--- src/hdl/assert_macros.svh ---
`ifndef ASSERT_MACROS_SVH
`define ASSERT_MACROS_SVH

// Same-cycle implication, held off during reset
`define ASSERT_IMP(label, clk, rst_n, ante, cons) \
    label: assert property (@(posedge clk) disable iff (!(rst_n)) (ante) |-> (cons)) \
        else $error("implication failed");

// Next-cycle implication, held off during reset
`define ASSERT_NXT(label, clk, rst_n, ante, cons) \
    label: assert property (@(posedge clk) disable iff (!(rst_n)) (ante) |=> (cons)) \
        else $error("next-cycle implication failed");

`endif

--- src/hdl/pps_pkg.sv ---
package pps_pkg;

    localparam int HALVES           = 2;
    localparam int HALF_SAMPLES     = 16384;
    localparam int HALF_W           = $clog2(HALVES);
    localparam int CNT_W            = $clog2(HALF_SAMPLES + 1);
    localparam int MEM_DEPTH        = HALVES * HALF_SAMPLES;
    localparam int ADDR_W           = $clog2(MEM_DEPTH);
    localparam int OP_W             = 3;
    localparam int SAMPLE_W         = 16;
    localparam int INDEX_W          = 14;
    localparam int LEN_W            = 15;
    localparam int PEAK_W           = 15;
    localparam int BYTES_W          = 32;
    localparam int BYTES_PER_SAMPLE = 2;
    // Queue depth must stay a power of two so that the pointers wrap on their own
    localparam int QDEPTH           = 2;
    localparam int QPTR_W           = $clog2(QDEPTH);
    localparam int QCNT_W           = $clog2(QDEPTH + 1);

    typedef enum logic [OP_W-1:0] {
        OP_PUSH  = 3'd0,
        OP_SEAL  = 3'd1,
        OP_TAKE  = 3'd2,
        OP_MARK  = 3'd3,
        OP_START = 3'd4,
        OP_STOP  = 3'd5,
        OP_RESET = 3'd6
    } op_t;

    typedef enum logic [1:0] {
        ST_EMPTY   = 2'd0,
        ST_FILLING = 2'd1,
        ST_FULL    = 2'd2
    } half_st_t;

    typedef struct packed {
        op_t                        op;
        logic signed [SAMPLE_W-1:0] sample;
        logic [INDEX_W-1:0]         index;
    } cmd_t;

    // Magnitude of a 16-bit sample; the most negative value maps to the largest positive
    function automatic logic [PEAK_W-1:0] magnitude(input logic [SAMPLE_W-1:0] raw);
        logic [SAMPLE_W-1:0] neg;
        begin
            neg = -raw;
            if (raw == {1'b1, {(SAMPLE_W-1){1'b0}}})
                return {PEAK_W{1'b1}};
            else if (raw[SAMPLE_W-1])
                return neg[PEAK_W-1:0];
            else
                return raw[PEAK_W-1:0];
        end
    endfunction

    function automatic logic [HALF_W-1:0] next_half(input logic [HALF_W-1:0] h);
        begin
            if (h == HALF_W'(HALVES - 1))
                return '0;
            else
                return h + 1'b1;
        end
    endfunction

    function automatic logic [ADDR_W-1:0] half_base(input logic [HALF_W-1:0] h);
        begin
            return ADDR_W'(h) * ADDR_W'(HALF_SAMPLES);
        end
    endfunction

endpackage

--- src/hdl/pps_front.sv ---
module pps_front (
    input  logic                              clk,
    input  logic                              rst_n,
    input  logic                              in_valid,
    output logic                              in_ready,
    input  logic [pps_pkg::OP_W-1:0]          op,
    input  logic signed [pps_pkg::SAMPLE_W-1:0] sample_in,
    input  logic [pps_pkg::INDEX_W-1:0]       read_index,
    output logic                              q_valid,
    output pps_pkg::cmd_t                     q_cmd,
    input  logic                              q_pop
);
    import pps_pkg::*;

    cmd_t              fifo_reg [QDEPTH];
    logic [QPTR_W-1:0] wr_ptr_reg, wr_ptr_next;
    logic [QPTR_W-1:0] rd_ptr_reg, rd_ptr_next;
    logic [QCNT_W-1:0] cnt_reg, cnt_next;
    logic              push;
    cmd_t              cmd_in;

    assign in_ready = (cnt_reg != QCNT_W'(QDEPTH));
    assign push     = in_valid && in_ready;
    assign q_valid  = (cnt_reg != '0);
    assign q_cmd    = fifo_reg[rd_ptr_reg];

    always_comb
    begin
        cmd_in.op     = op_t'(op);
        cmd_in.sample = sample_in;
        cmd_in.index  = read_index;
    end

    always_comb
    begin
        wr_ptr_next = push ? wr_ptr_reg + 1'b1 : wr_ptr_reg;
        rd_ptr_next = q_pop ? rd_ptr_reg + 1'b1 : rd_ptr_reg;
        cnt_next    = cnt_reg;
        if (push && !q_pop)
            cnt_next = cnt_reg + 1'b1;
        else if (!push && q_pop)
            cnt_next = cnt_reg - 1'b1;
    end

    always_ff @(posedge clk or negedge rst_n)
    begin
        if (!rst_n)
        begin
            wr_ptr_reg <= '0;
            rd_ptr_reg <= '0;
            cnt_reg    <= '0;
        end
        else
        begin
            wr_ptr_reg <= wr_ptr_next;
            rd_ptr_reg <= rd_ptr_next;
            cnt_reg    <= cnt_next;
        end
    end

    always_ff @(posedge clk)
    begin
        if (push)
            fifo_reg[wr_ptr_reg] <= cmd_in;
    end

endmodule

--- config.mk ---
export PLATFORM = sky130hd
export DESIGN_NAME = pps_front
export DESIGN_NICKNAME = d
export VERILOG_FILES = /design/src/hdl/assert_macros.svh /design/src/hdl/pps_pkg.sv /design/src/hdl/pps_front.sv
export SDC_FILE = /design/constraint.sdc
export NUM_CORES = 1
export LEC_CHECK = 0
export BUFFER_PORTS_ARGS = -buffer_cell sky130_fd_sc_hd__buf_2
export CAP_MARGIN = 20
export CORE_AREA = 5 5 79 81
export CTS_CLUSTER_SIZE = 30
export DETAILED_ROUTE_END_ITERATION = 10
export DIE_AREA = 0 0 84 86
export GPL_TIMING_DRIVEN = 0
export PLACE_DENSITY = 0.76
export SETUP_SLACK_MARGIN = 0.2
export SKIP_CTS_REPAIR_TIMING = 1
export SLEW_MARGIN = 20
export SYNTH_ARGS = -nofsm -noshare
export SYNTH_HDL_FRONTEND = slang
export SYNTH_SLANG_ARGS = --single-unit
--- constraint.sdc ---
create_clock -name clk -period 3.2 [get_ports clk]
set_input_delay 0.16 -clock clk [delete_from_list [all_inputs] [get_ports clk]]
set_output_delay 0.16 -clock clk [all_outputs]
set_load 0.05 [all_outputs]
; Word-level counts from Yosys, hierarchy flattened
; Memory sizes are Yosys's and may differ from the RTL's.
; Cells that the tools add are included.
[word_totals]
register_bits = 4
latch_bits = 0
ram_bits = 66
mem_bits_ro = 0
input_bits = 37
out_inout_bits = 35
elab_cells = 20
memories = 1
[op_classes]
addsub = 4
mul = 0
div = 0
order_cmp = 0
n_eq_ne = 1
shift = 0
muxes = 4
bitwise_logic = 0
reduce_logical = 7
[mem_list]
columns = name, depth, width, read_ports, rd_ports_with_merged_regs, wr, line_no
row1 = fifo_reg, 2, 33, 1, 0, 1, pps_front.sv:15  ; cmd_t fifo_reg [QDEPTH];
[op_table]
columns = cell, count
row1 = $mux W2, 2
row2 = $reduce_bool A2 Y1, 2
row3 = $logic_and A1 B1 Y1, 3
row4 = $add A1 B1 Y1 const B, 2
row5 = $add A2 B1 Y2 const B, 1
row6 = $logic_not A1 Y1, 2
row7 = $mux W1, 2
row8 = $ne A2 B2 Y1 const B, 1
row9 = $sub A2 B1 Y2 const B, 1

; Depth between registers and ports, before layout
; Gate-level depths: netlist of the first run.
[logic_depth]
word_depth = 6
depth_mapped = 7
ltp_nobuf = 7

; Least setup slack after synthesis of the first run
; Ideal clock, no wire load.
[synth_timing]
path_kind = register to register
startpoint = reg cnt_reg[0]
endpoint = mem fifo_reg[0][0] (netlist name) (enable)
setup_time_ns = 0.423
arrival_ns = 2.467
setup_slack_ns = 0.310
path_stages_with_launch = 4
period_less_slack_ns = 2.890
path_cell_list = dfrtp_1 -> nand2b_1 -> nand2_1 -> nor2_1
[synth_between]
elab_chain_len = 4
[synth_lines]
columns = element, line_no
row1 = "start, declared", pps_front.sv:18  ; logic [QCNT_W-1:0] cnt_reg, cnt_next;
row2 = "start signal, assigned", pps_front.sv:57  ; cnt_reg <= cnt_next;
row3 = $ne A2 B2 Y1, pps_front.sv:22  ; assign in_ready = (cnt_reg != QCNT_W'(QDEPTH));
row4 = via in_ready, pps_front.sv:5  ; output logic in_ready,
row5 = $logic_and A1 B1 Y1, pps_front.sv:23  ; assign push = in_valid && in_ready;
row6 = $mux W1, pps_front.sv:63  ; if (push)
row7 = $mux W1 (not written as such), pps_front.sv:64  ; fifo_reg[wr_ptr_reg] <= cmd_in;
row8 = "end, declared", pps_front.sv:15
; The timed path passes the listed nets, and every way through them passes these cells.

; Worst setup path in the final report of the first run
[layout_timing]
startpoint = reg cnt_reg[0]
endpoint = mem fifo_reg[1][26] (netlist name) (enable)
[layout_between]
elab_chain_len = 4
[layout_lines]
columns = element, line_no
row1 = $ne A2 B2 Y1, pps_front.sv:22
row2 = $logic_and A1 B1 Y1, pps_front.sv:23
row3 = $mux W1, pps_front.sv:63
row4 = $mux W1 (not written as such), pps_front.sv:64
; Every way passes these cells.

==> results.sh, run 1 <==
export IMPL_drive_gt1_share_pct=57.4
export IMPL_synth_cells_most_frequent="edfxtp_1 (66), mux2_4 (29), dfrtp_1 (4), mux2_2 (4)"
export IMPL_synth_nets=159
export IMPL_critPathMaxFanout=33
export IMPL_diodes=0
export IMPL_clk_path_buf_depth=2
export IMPL_yosysSeqAreaShare_pct=76.3
export IMPL_area_growth_pct=26.0
export IMPL_vias=1363
export IMPL_period_needed_ns=1.68
export IMPL_async_reset_ff_share_pct=5.71
export IMPL_yosys_most_used_dff="edfxtp_1"
export IMPL_p_total_uw=3610
export IMPL_clkLatencyLatePin_ns=0.33
export IMPL_fp_dieH_um=86
export IMPL_run_status="finished, final reports clean"
export IMPL_die_width_um=84
export IMPL_rsz0062_at_grt="no"
export IMPL_final_cells=288
export IMPL_dp_cells=265
export IMPL_root_buffer="clkbuf_8"
export IMPL_synth_edf_count=66
export IMPL_dp_hpwl_mm=3.24
export IMPL_h_tree_depth=3
export IMPL_final_hold_viol_count=0
export IMPL_tritoncts="built"
export IMPL_synth_seq_cells=70
export IMPL_synth_top_area_share_pct=72.7
export IMPL_largest_register_ffs=66
export IMPL_drc=0
export IMPL_p_leak_uw=0.00140
export IMPL_placementRows=27
export IMPL_grt_pass1_vias=1506
export IMPL_die_area_um2=7220
export IMPL_fin_nets=249
export IMPL_ir_drop_uv=603
export IMPL_syn_avg_cell_area_um2=22.5
export IMPL_max_freq_mhz=597
export IMPL_overflow=0
export IMPL_antenna_found_initial=0
export IMPL_synthTopCellsByArea="edfxtp_1 (73%), mux2_4 (16%), dfrtp_1 (3.7%)"
export IMPL_cts_buffers=9
export IMPL_clk_pin_slew_ns=0.07
export IMPL_slew_violations=0
export IMPL_critPathArrivalTime_ns=1.64
export IMPL_drt_iter0_drc=29
export IMPL_synth_area_um2=2730
export IMPL_endpoint_kind="register"
export IMPL_grt_max_degree=34
export IMPL_synth_cells=121
export IMPL_core_area_um2=5410
export IMPL_routed_via_density=4.73
export IMPL_ant_nets=0
export IMPL_path_class="reg2reg"
export IMPL_wirelength_mm=4.58
export IMPL_synth_most_common_cell="edfxtp_1"
export IMPL_maxCapViolations=0
export IMPL_grt_pass1_wl_mm=7.23
export IMPL_cp_required_ns=3.16
export IMPL_clock_skew_ns=0.00590
export IMPL_gp_congestion=0.719
export IMPL_pwr_density_cell_nw_per_um2=1050
export IMPL_clock_sinks=70
export IMPL_yosysTopAreaCell="edfxtp_1"
export IMPL_path_cells="nand2b_1 > and3_2"
export IMPL_cpPeakStageDelay_ns=0.70
export IMPL_finalSetupViolCount=0
export IMPL_synthDistinctLibCells=15
export IMPL_drtPass1Iterations=4
export IMPL_tightestPinTransition_ns=0.751
export IMPL_yosysWarningCount=0
export IMPL_finalSetupTns_ns=0
export IMPL_initial_core_util_pct=50.5
export IMPL_wl_per_cell_um=15.9
export IMPL_critPathSlowestCell="and3_2"
export IMPL_relSlewSlack_pct=49.9
export IMPL_cp_start_kind="register"
export IMPL_period_share_pct=52.4
export IMPL_portBuffers=71
export IMPL_io_pins=72
export IMPL_groute_usage_overall_pct=13.4
export IMPL_hold_path_class="in2reg"
[logic make-up (layout without fill, tap and decap cells)]
logic type | Yosys count | in the layout | synth area share [%]
DFF | 70 | 70 | 76.3
muxes | 33 | 33 | 17.6
and+or+nand+nor | 6 | 6 | 1.10
buffers and inverters | 6 | 101 | 2.89
xor gates and xnor gates | 5 | 5 | 1.61
adders and majority gates | 1 | 1 | 0.459
[through the flow]
step	cell area [um^2]	setup WS (ns)	hold WS (ns)	utilization, %
floorplan	2730	0.310	-0.136	-
global placement	3170	0.160	-0.0348	58.7
detailed placement	3210	1.50	-0.0327	59.4
CTS	3370	1.48	-0.406	62.3
global route	3440	1.40	0.000567	63.6
finish	3440	1.52	0.0121	63.6
[report_power, final]
part	switching, uW	internal [uW]	total [uW]
clock network	291	270	562
registers	70.6	1260	1330
logic	1120	598	1720
[routing by layer]
layer	up-vias	track usage [%]	part of all wire, %
met5	-	0	0
met4	0	7.89	0.85
met3	4	5.00	7.1
met2	55	23.2	52
met1	658	13.9	40
li1	646	-	-
[layout by cell type (no fill, tap or decap), drive strengths merged]
cell / instances
buf: 76
dlygate4sd3: 7
nor2: 2
clkbuf: 10
clkinv: 5
nand2: 1
or2: 1
edfxtp: 66
xnor2: 2
dfrtp: 4
and3: 1
inv: 2
nand2b: 1
xor2: 3
clkinvlp: 1
mux2: 33
ha: 1
[worst paths after layout]
path,from,endpoint,slack [ns],cells past startpoint
hold reg to reg,cnt_reg[1],cnt_reg[1],0.52,1
hold / removal,sample_in[8],fifo_reg[1][22],0.01,1
setup reg to reg,cnt_reg[0],fifo_reg[1][26],1.52,2
min in group asynchronous,rst_n,wr_ptr_reg,0.16,2
setup / recovery,cnt_reg[0],fifo_reg[1][26],1.52,2
max in group asynchronous,rst_n,cnt_reg[1],2.92,2
[worst max-delay path: cells and delay by family, from the launching register on]
family	cells	cell delay, ns
flops	1	0.42
simple gates	2	0.88
[final cells by class]
type / instances / area (um^2)
sequential: 70 / 2080
fill: 402 / 1970
multi-input combinational: 45 / 576
timing repair buffer: 79 / 453
clock buffer: 10 / 128
tap: 72 / 90.1
buffer: 4 / 71.3
clock inverter: 6 / 28.8
inverter: 2 / 7.51
Power figures use the tool's default switching activity.
==> run 2, diff against run 1 <==
- clock period: 3.2 -> 1.7 ns (I/O delays scaled with it)
==> run 2 against run 1 <==
Effect of this change:
- worst hold slack improved by 0.064 ns
- utilization up 11 points
- design area increased by 17%
- critical endpoint is now q_cmd[22]
- critical path depth grew 2
- final cell count is 12% higher
- count of clock-buffer cells in the layout grew 1
- clock skew about the same
- wire length up 15%
- total power rose by 110%
- combinational power rose by 130%
- non-clock buffer count up 34
- sequential power is 89% higher
==> results.sh, run 2 (synthesis results as in run 1) <==
export IMPL_pre_cts_slack_ns=-0.149
export IMPL_n_fill_cell=332
export IMPL_routed_via_density=4.69
export IMPL_final_cell_mix="edfxtp_1 (66), buf_2 (38), dlygate4sd3_1 (35)"
export IMPL_drive_gt1_share_pct=53.0
export IMPL_placementRows=27
export IMPL_fin_nets=284
export IMPL_gp_congestion=0.713
export IMPL_run_status="finished, final reports clean"
export IMPL_antenna_found_initial=0
export IMPL_diodes=0
export IMPL_reg2reg_depth=1
export IMPL_groute_usage_overall_pct=13.2
export IMPL_clock_skew_ns=0.00545
export IMPL_critPathMaxFanout=10
export IMPL_vias=1516
export IMPL_crit_path_frequent_cell="buf_6"
export IMPL_io_pins=72
export IMPL_wirelength_mm=5.27
export IMPL_crit_cells=4
export IMPL_p_leak_uw=0.00163
export IMPL_h_tree_depth=3
export IMPL_crit_family="buffers and inverters"
export IMPL_post_route_worst_setup_slack_ns=0.171
export IMPL_seq_power_share_pct=32.9
export IMPL_clkLatencyLatePin_ns=0.32
export IMPL_ant_nets=0
export IMPL_drtPass1Iterations=4
export IMPL_max_freq_mhz=654
export IMPL_cp_start_kind="register"
export IMPL_hold_path_class="in2reg"
export IMPL_pwr_density_cell_nw_per_um2=1910
export IMPL_critPathArrivalTime_ns=1.44
export IMPL_period_needed_ns=1.53
export IMPL_final_util_pct=74.2
export IMPL_path_class="reg2out"
export IMPL_cp_required_ns=1.62
export IMPL_period_share_pct=89.9
export IMPL_p_int_uw=4690
export IMPL_overflow=0
export IMPL_crit_buf_inv=3
export IMPL_p_comb_share_pct=51.2
export IMPL_largest_register_ffs=66
export IMPL_die_width_um=84
export IMPL_path_cells="buf_6 > buf_12 > mux2_4 > buf_6"
export IMPL_initial_core_util_pct=50.5
export IMPL_area_growth_pct=47.0
export IMPL_switching_share_pct=38.7
export IMPL_final_area_um2=4010
export IMPL_die_area_um2=7220
export IMPL_finalSetupViolCount=0
export IMPL_clk_pin_slew_ns=0.06
export IMPL_portBuffers=71
export IMPL_layout_commonest_cell="edfxtp_1"
export IMPL_grt_pass1_wl_mm=7.27
export IMPL_timing_rr_end="fifo_reg[1][25]"
export IMPL_drt_iter0_drc=104
export IMPL_core_area_um2=5410
export IMPL_maxCapViolations=0
export IMPL_dp_hpwl_mm=3.08
export IMPL_slew_violations=0
export IMPL_tightestPinTransition_ns=0.476
export IMPL_final_hold_viol_count=0
export IMPL_cp_startpoint="rd_ptr_reg"
export IMPL_setup_worst_path_end="q_cmd[22]"
export IMPL_p_switching_uw=2960
export IMPL_fp_dieH_um=86
export IMPL_root_buffer="clkbuf_8"
export IMPL_p_total_uw=7650
export IMPL_rsz0062_at_grt="yes"
export IMPL_wl_per_cell_um=16.3
export IMPL_rr_startpoint="wr_ptr_reg"
export IMPL_critPathSlowestCell="dfrtp_1"
export IMPL_drc=0
export IMPL_dpl_cell_area_um2=3200
export IMPL_cpPeakStageDelay_ns=0.37
export IMPL_finalSetupTns_ns=0
export IMPL_grt_pass1_vias=1525
export IMPL_relSlewSlack_pct=68.3
export IMPL_grt_max_degree=34
export IMPL_endpoint_kind="primary output"
export IMPL_r2r_slack_ns=0.24
export IMPL_clock_sinks=70
export IMPL_pwr_share_clk_pct=15.9
export IMPL_clk_path_buf_depth=2
export IMPL_tritoncts="built"
export IMPL_ir_drop_uv=1910
export IMPL_cts_buffers=9
==> run 2: per-layer routing <==
metal	routed length [um]	up-vias	track usage, %
li1	-	717	-
met1	1950	747	14.0
met2	3020	47	24.2
met3	275	5	4.51
met4	22	0	4.82
met5	0	-	0
==> run 2: area by class of cell <==
cell class / instances / area (um^2) / area share (%)
Tap cell: 72 / 90.1 / 2.25
Sequential cell: 70 / 2080 / 51.9
Inverter: 2 / 7.51 / 0.187
Multi-Input combinational cell: 46 / 614 / 15.3
Timing Repair Buffer: 113 / 962 / 24.0
Clock buffer: 11 / 131 / 3.28
Clock inverter: 5 / 50.0 / 1.25
Buffer: 4 / 71.3 / 1.78
==> run 2: worst min-delay path by stage <==
stage	to	slack, ns	cells past startpoint	startpoint
after detailed placement	cnt_reg[1]	-0.10	1	rst_n
after global placement	cnt_reg[0]	-0.11	1	rst_n
after floorplan	cnt_reg[0]	-0.21	0	rst_n
final	wr_ptr_reg	0.08	3	in_valid
after global routing	wr_ptr_reg	0.07	3	in_valid
after CTS	cnt_reg[0]	-0.46	1	rst_n
==> run 2: per-stage QoR <==
step / std cells / hold WS [ns]
after detailed placement: 264 / -0.105
after global routing: 323 / 0.0721
after CTS: 280 / -0.456
final: 323 / 0.0757
after floorplan: 121 / -0.211
after global placement: 264 / -0.110
==> run 2: power by group through the flow <==
stage / Combinational [uW] / Sequential, uW / Clock, uW
after global routing: 4080 / 2550 / 1330
after CTS: 3250 / 2510 / 1250
final: 3920 / 2510 / 1220
after global placement: 3190 / 2520 / 0
after floorplan: 2690 / 2500 / 0
after detailed placement: 3240 / 2550 / 0
==> run 3, diff against run 2 <==
- SETUP_SLACK_MARGIN: 0.2 -> unset
==> run 3 against run 2 <==
Effect of this change:
- sequential share of layout area up 3.8 points
- via count down 3.0%
- total power down 9.3%
- non-clock buffer count down 7
- clock power down 7%
- largest cell class unchanged
==> results.sh, run 3 (synthesis results as in run 1) <==
export IMPL_area_growth_pct=36.9
export IMPL_seq_power_share_pct=36.3
export IMPL_core_area_um2=5410
export IMPL_finalSetupViolCount=0
export IMPL_overflow=0
export IMPL_dp_hpwl_mm=3.07
export IMPL_ir_drop_uv=1710
export IMPL_clk_pin_slew_ns=0.07
export IMPL_final_cell_mix="buf_2 (71), edfxtp_1 (66), dlygate4sd3_1 (35)"
export IMPL_clock_sinks=70
export IMPL_fin_nets=277
export IMPL_grt_max_degree=34
export IMPL_io_pins=72
export IMPL_drtPass1Iterations=4
export IMPL_maxCapViolations=0
export IMPL_rsz0062_at_grt="no"
export IMPL_gp_congestion=0.775
export IMPL_relSlewSlack_pct=64.4
export IMPL_vias=1471
export IMPL_clkLatencyLatePin_ns=0.32
export IMPL_dpl_cell_area_um2=3190
export IMPL_path_class="reg2out"
export IMPL_ant_nets=0
export IMPL_pre_cts_slack_ns=-0.157
export IMPL_wl_per_cell_um=15.1
export IMPL_antenna_found_initial=0
export IMPL_layout_commonest_cell="buf_2"
export IMPL_clock_skew_ns=0.00650
export IMPL_grt_pass1_wl_mm=6.76
export IMPL_grt_pass1_vias=1503
export IMPL_groute_usage_overall_pct=12.6
export IMPL_run_status="finished, final reports clean"
export IMPL_p_int_uw=4120
export IMPL_cpPeakStageDelay_ns=0.37
export IMPL_initial_core_util_pct=50.5
export IMPL_p_switching_uw=2820
export IMPL_root_buffer="clkbuf_8"
export IMPL_h_tree_depth=3
export IMPL_drive_gt1_share_pct=52.9
export IMPL_p_leak_uw=0.00153
export IMPL_pwr_density_cell_nw_per_um2=1860
export IMPL_die_width_um=84
export IMPL_period_share_pct=93.8
export IMPL_critPathMaxFanout=10
export IMPL_final_area_um2=3730
export IMPL_final_hold_viol_count=0
export IMPL_tritoncts="built"
export IMPL_period_needed_ns=1.59
export IMPL_cts_buffers=9
export IMPL_critPathArrivalTime_ns=1.51
export IMPL_critPathSlowestCell="dfrtp_1"
export IMPL_pwr_share_clk_pct=16.5
export IMPL_slew_violations=0
export IMPL_clk_path_buf_depth=2
export IMPL_path_cells="buf_6 > buf_12 > mux2_4 > buf_2"
export IMPL_post_route_worst_setup_slack_ns=0.106
export IMPL_tightestPinTransition_ns=0.532
export IMPL_cp_start_kind="register"
export IMPL_largest_register_ffs=66
export IMPL_switching_share_pct=40.6
export IMPL_fp_dieH_um=86
export IMPL_hold_path_class="in2async"
export IMPL_portBuffers=71
export IMPL_routed_via_density=4.66
export IMPL_p_comb_share_pct=47.2
export IMPL_endpoint_kind="primary output"
export IMPL_drt_iter0_drc=52
export IMPL_placementRows=27
export IMPL_max_freq_mhz=627
export IMPL_drc=0
export IMPL_wirelength_mm=4.77
export IMPL_diodes=0
export IMPL_die_area_um2=7220
export IMPL_cp_required_ns=1.62
run 3: cell types whose count changed in the layout (fill, tap and decap cells not counted):
| cell | before | now |
|---|---|---|
| buf_2 | 38 | 71 |
| buf_6 | 30 | 1 |
| buf_4 | 10 | 0 |
| clkbuf_8 | 9 | 11 |
| clkinv_1 | 2 | 0 |
| clkinv_2 | 1 | 3 |
| buf_12 | 4 | 3 |
| bufinv_16 | 1 | 0 |
| clkbuf_1 | 2 | 1 |
| nand2_2 | 0 | 1 |
| nand2_8 | 1 | 0 |
run 3: cell type report:
cell class,instances,area (um^2)
well taps,72,90.1
inverters,2,7.51
clock buffers,12,155
fillers,378,1670
plain buffers,4,71.3
flip-flops and latches,70,2080
repair buffers,106,706
clock inverters,4,22.5
multi-input cells,46,601
run 3: final timing paths:
check / slack [ns] / end / depth (start not counted) / from
setup reg to reg: 0.17 / cnt_reg[1] / 7 / cnt_reg[0]
hold / removal: 0.09 / wr_ptr_reg / 2 / rst_n
min in group clk: 0.14 / wr_ptr_reg / 3 / in_valid
setup / recovery: 0.11 / q_cmd[28] / 4 / rd_ptr_reg
max in group asynchronous: 1.49 / cnt_reg[1] / 2 / rst_n
hold reg to reg: 0.56 / cnt_reg[1] / 1 / cnt_reg[1]
run 3: per-stage QoR:
step	total power (uW)	util (%)	setup TNS (ns)	instances	hold WS (ns)
detailed placement	5770	59.1	-5.76	264	-0.104
CTS	6930	62.3	-5.87	280	-0.464
global placement	5700	59.1	-2.17	264	-0.110
global route	7250	69.1	0	316	0.0750
finish	6940	69.1	0	316	0.0864
floorplan	5180	-	0	121	-0.211
run 3: critical path: cells and delay by family, from the launching register on:
family	cells	cell delay, ns
buf+inv	3	0.51
mux	1	0.30
flops	1	0.37
run 3: per-layer routing:
metal,track usage [%],share of wire (%),vias to the layer above
met5,0,0,-
met3,4.32,6.7,6
met4,7.46,1.1,0
met2,22.3,54,48
li1,-,-,705
met1,12.9,39,712
run 3: power groups by stage:
stage / Clock, uW / Sequential, uW / Combinational (uW)
after floorplan: 0 / 2500 / 2680
after CTS: 1180 / 2520 / 3230
after global placement: 0 / 2520 / 3180
final: 1140 / 2520 / 3280
after detailed placement: 0 / 2550 / 3220
after global routing: 1260 / 2560 / 3430
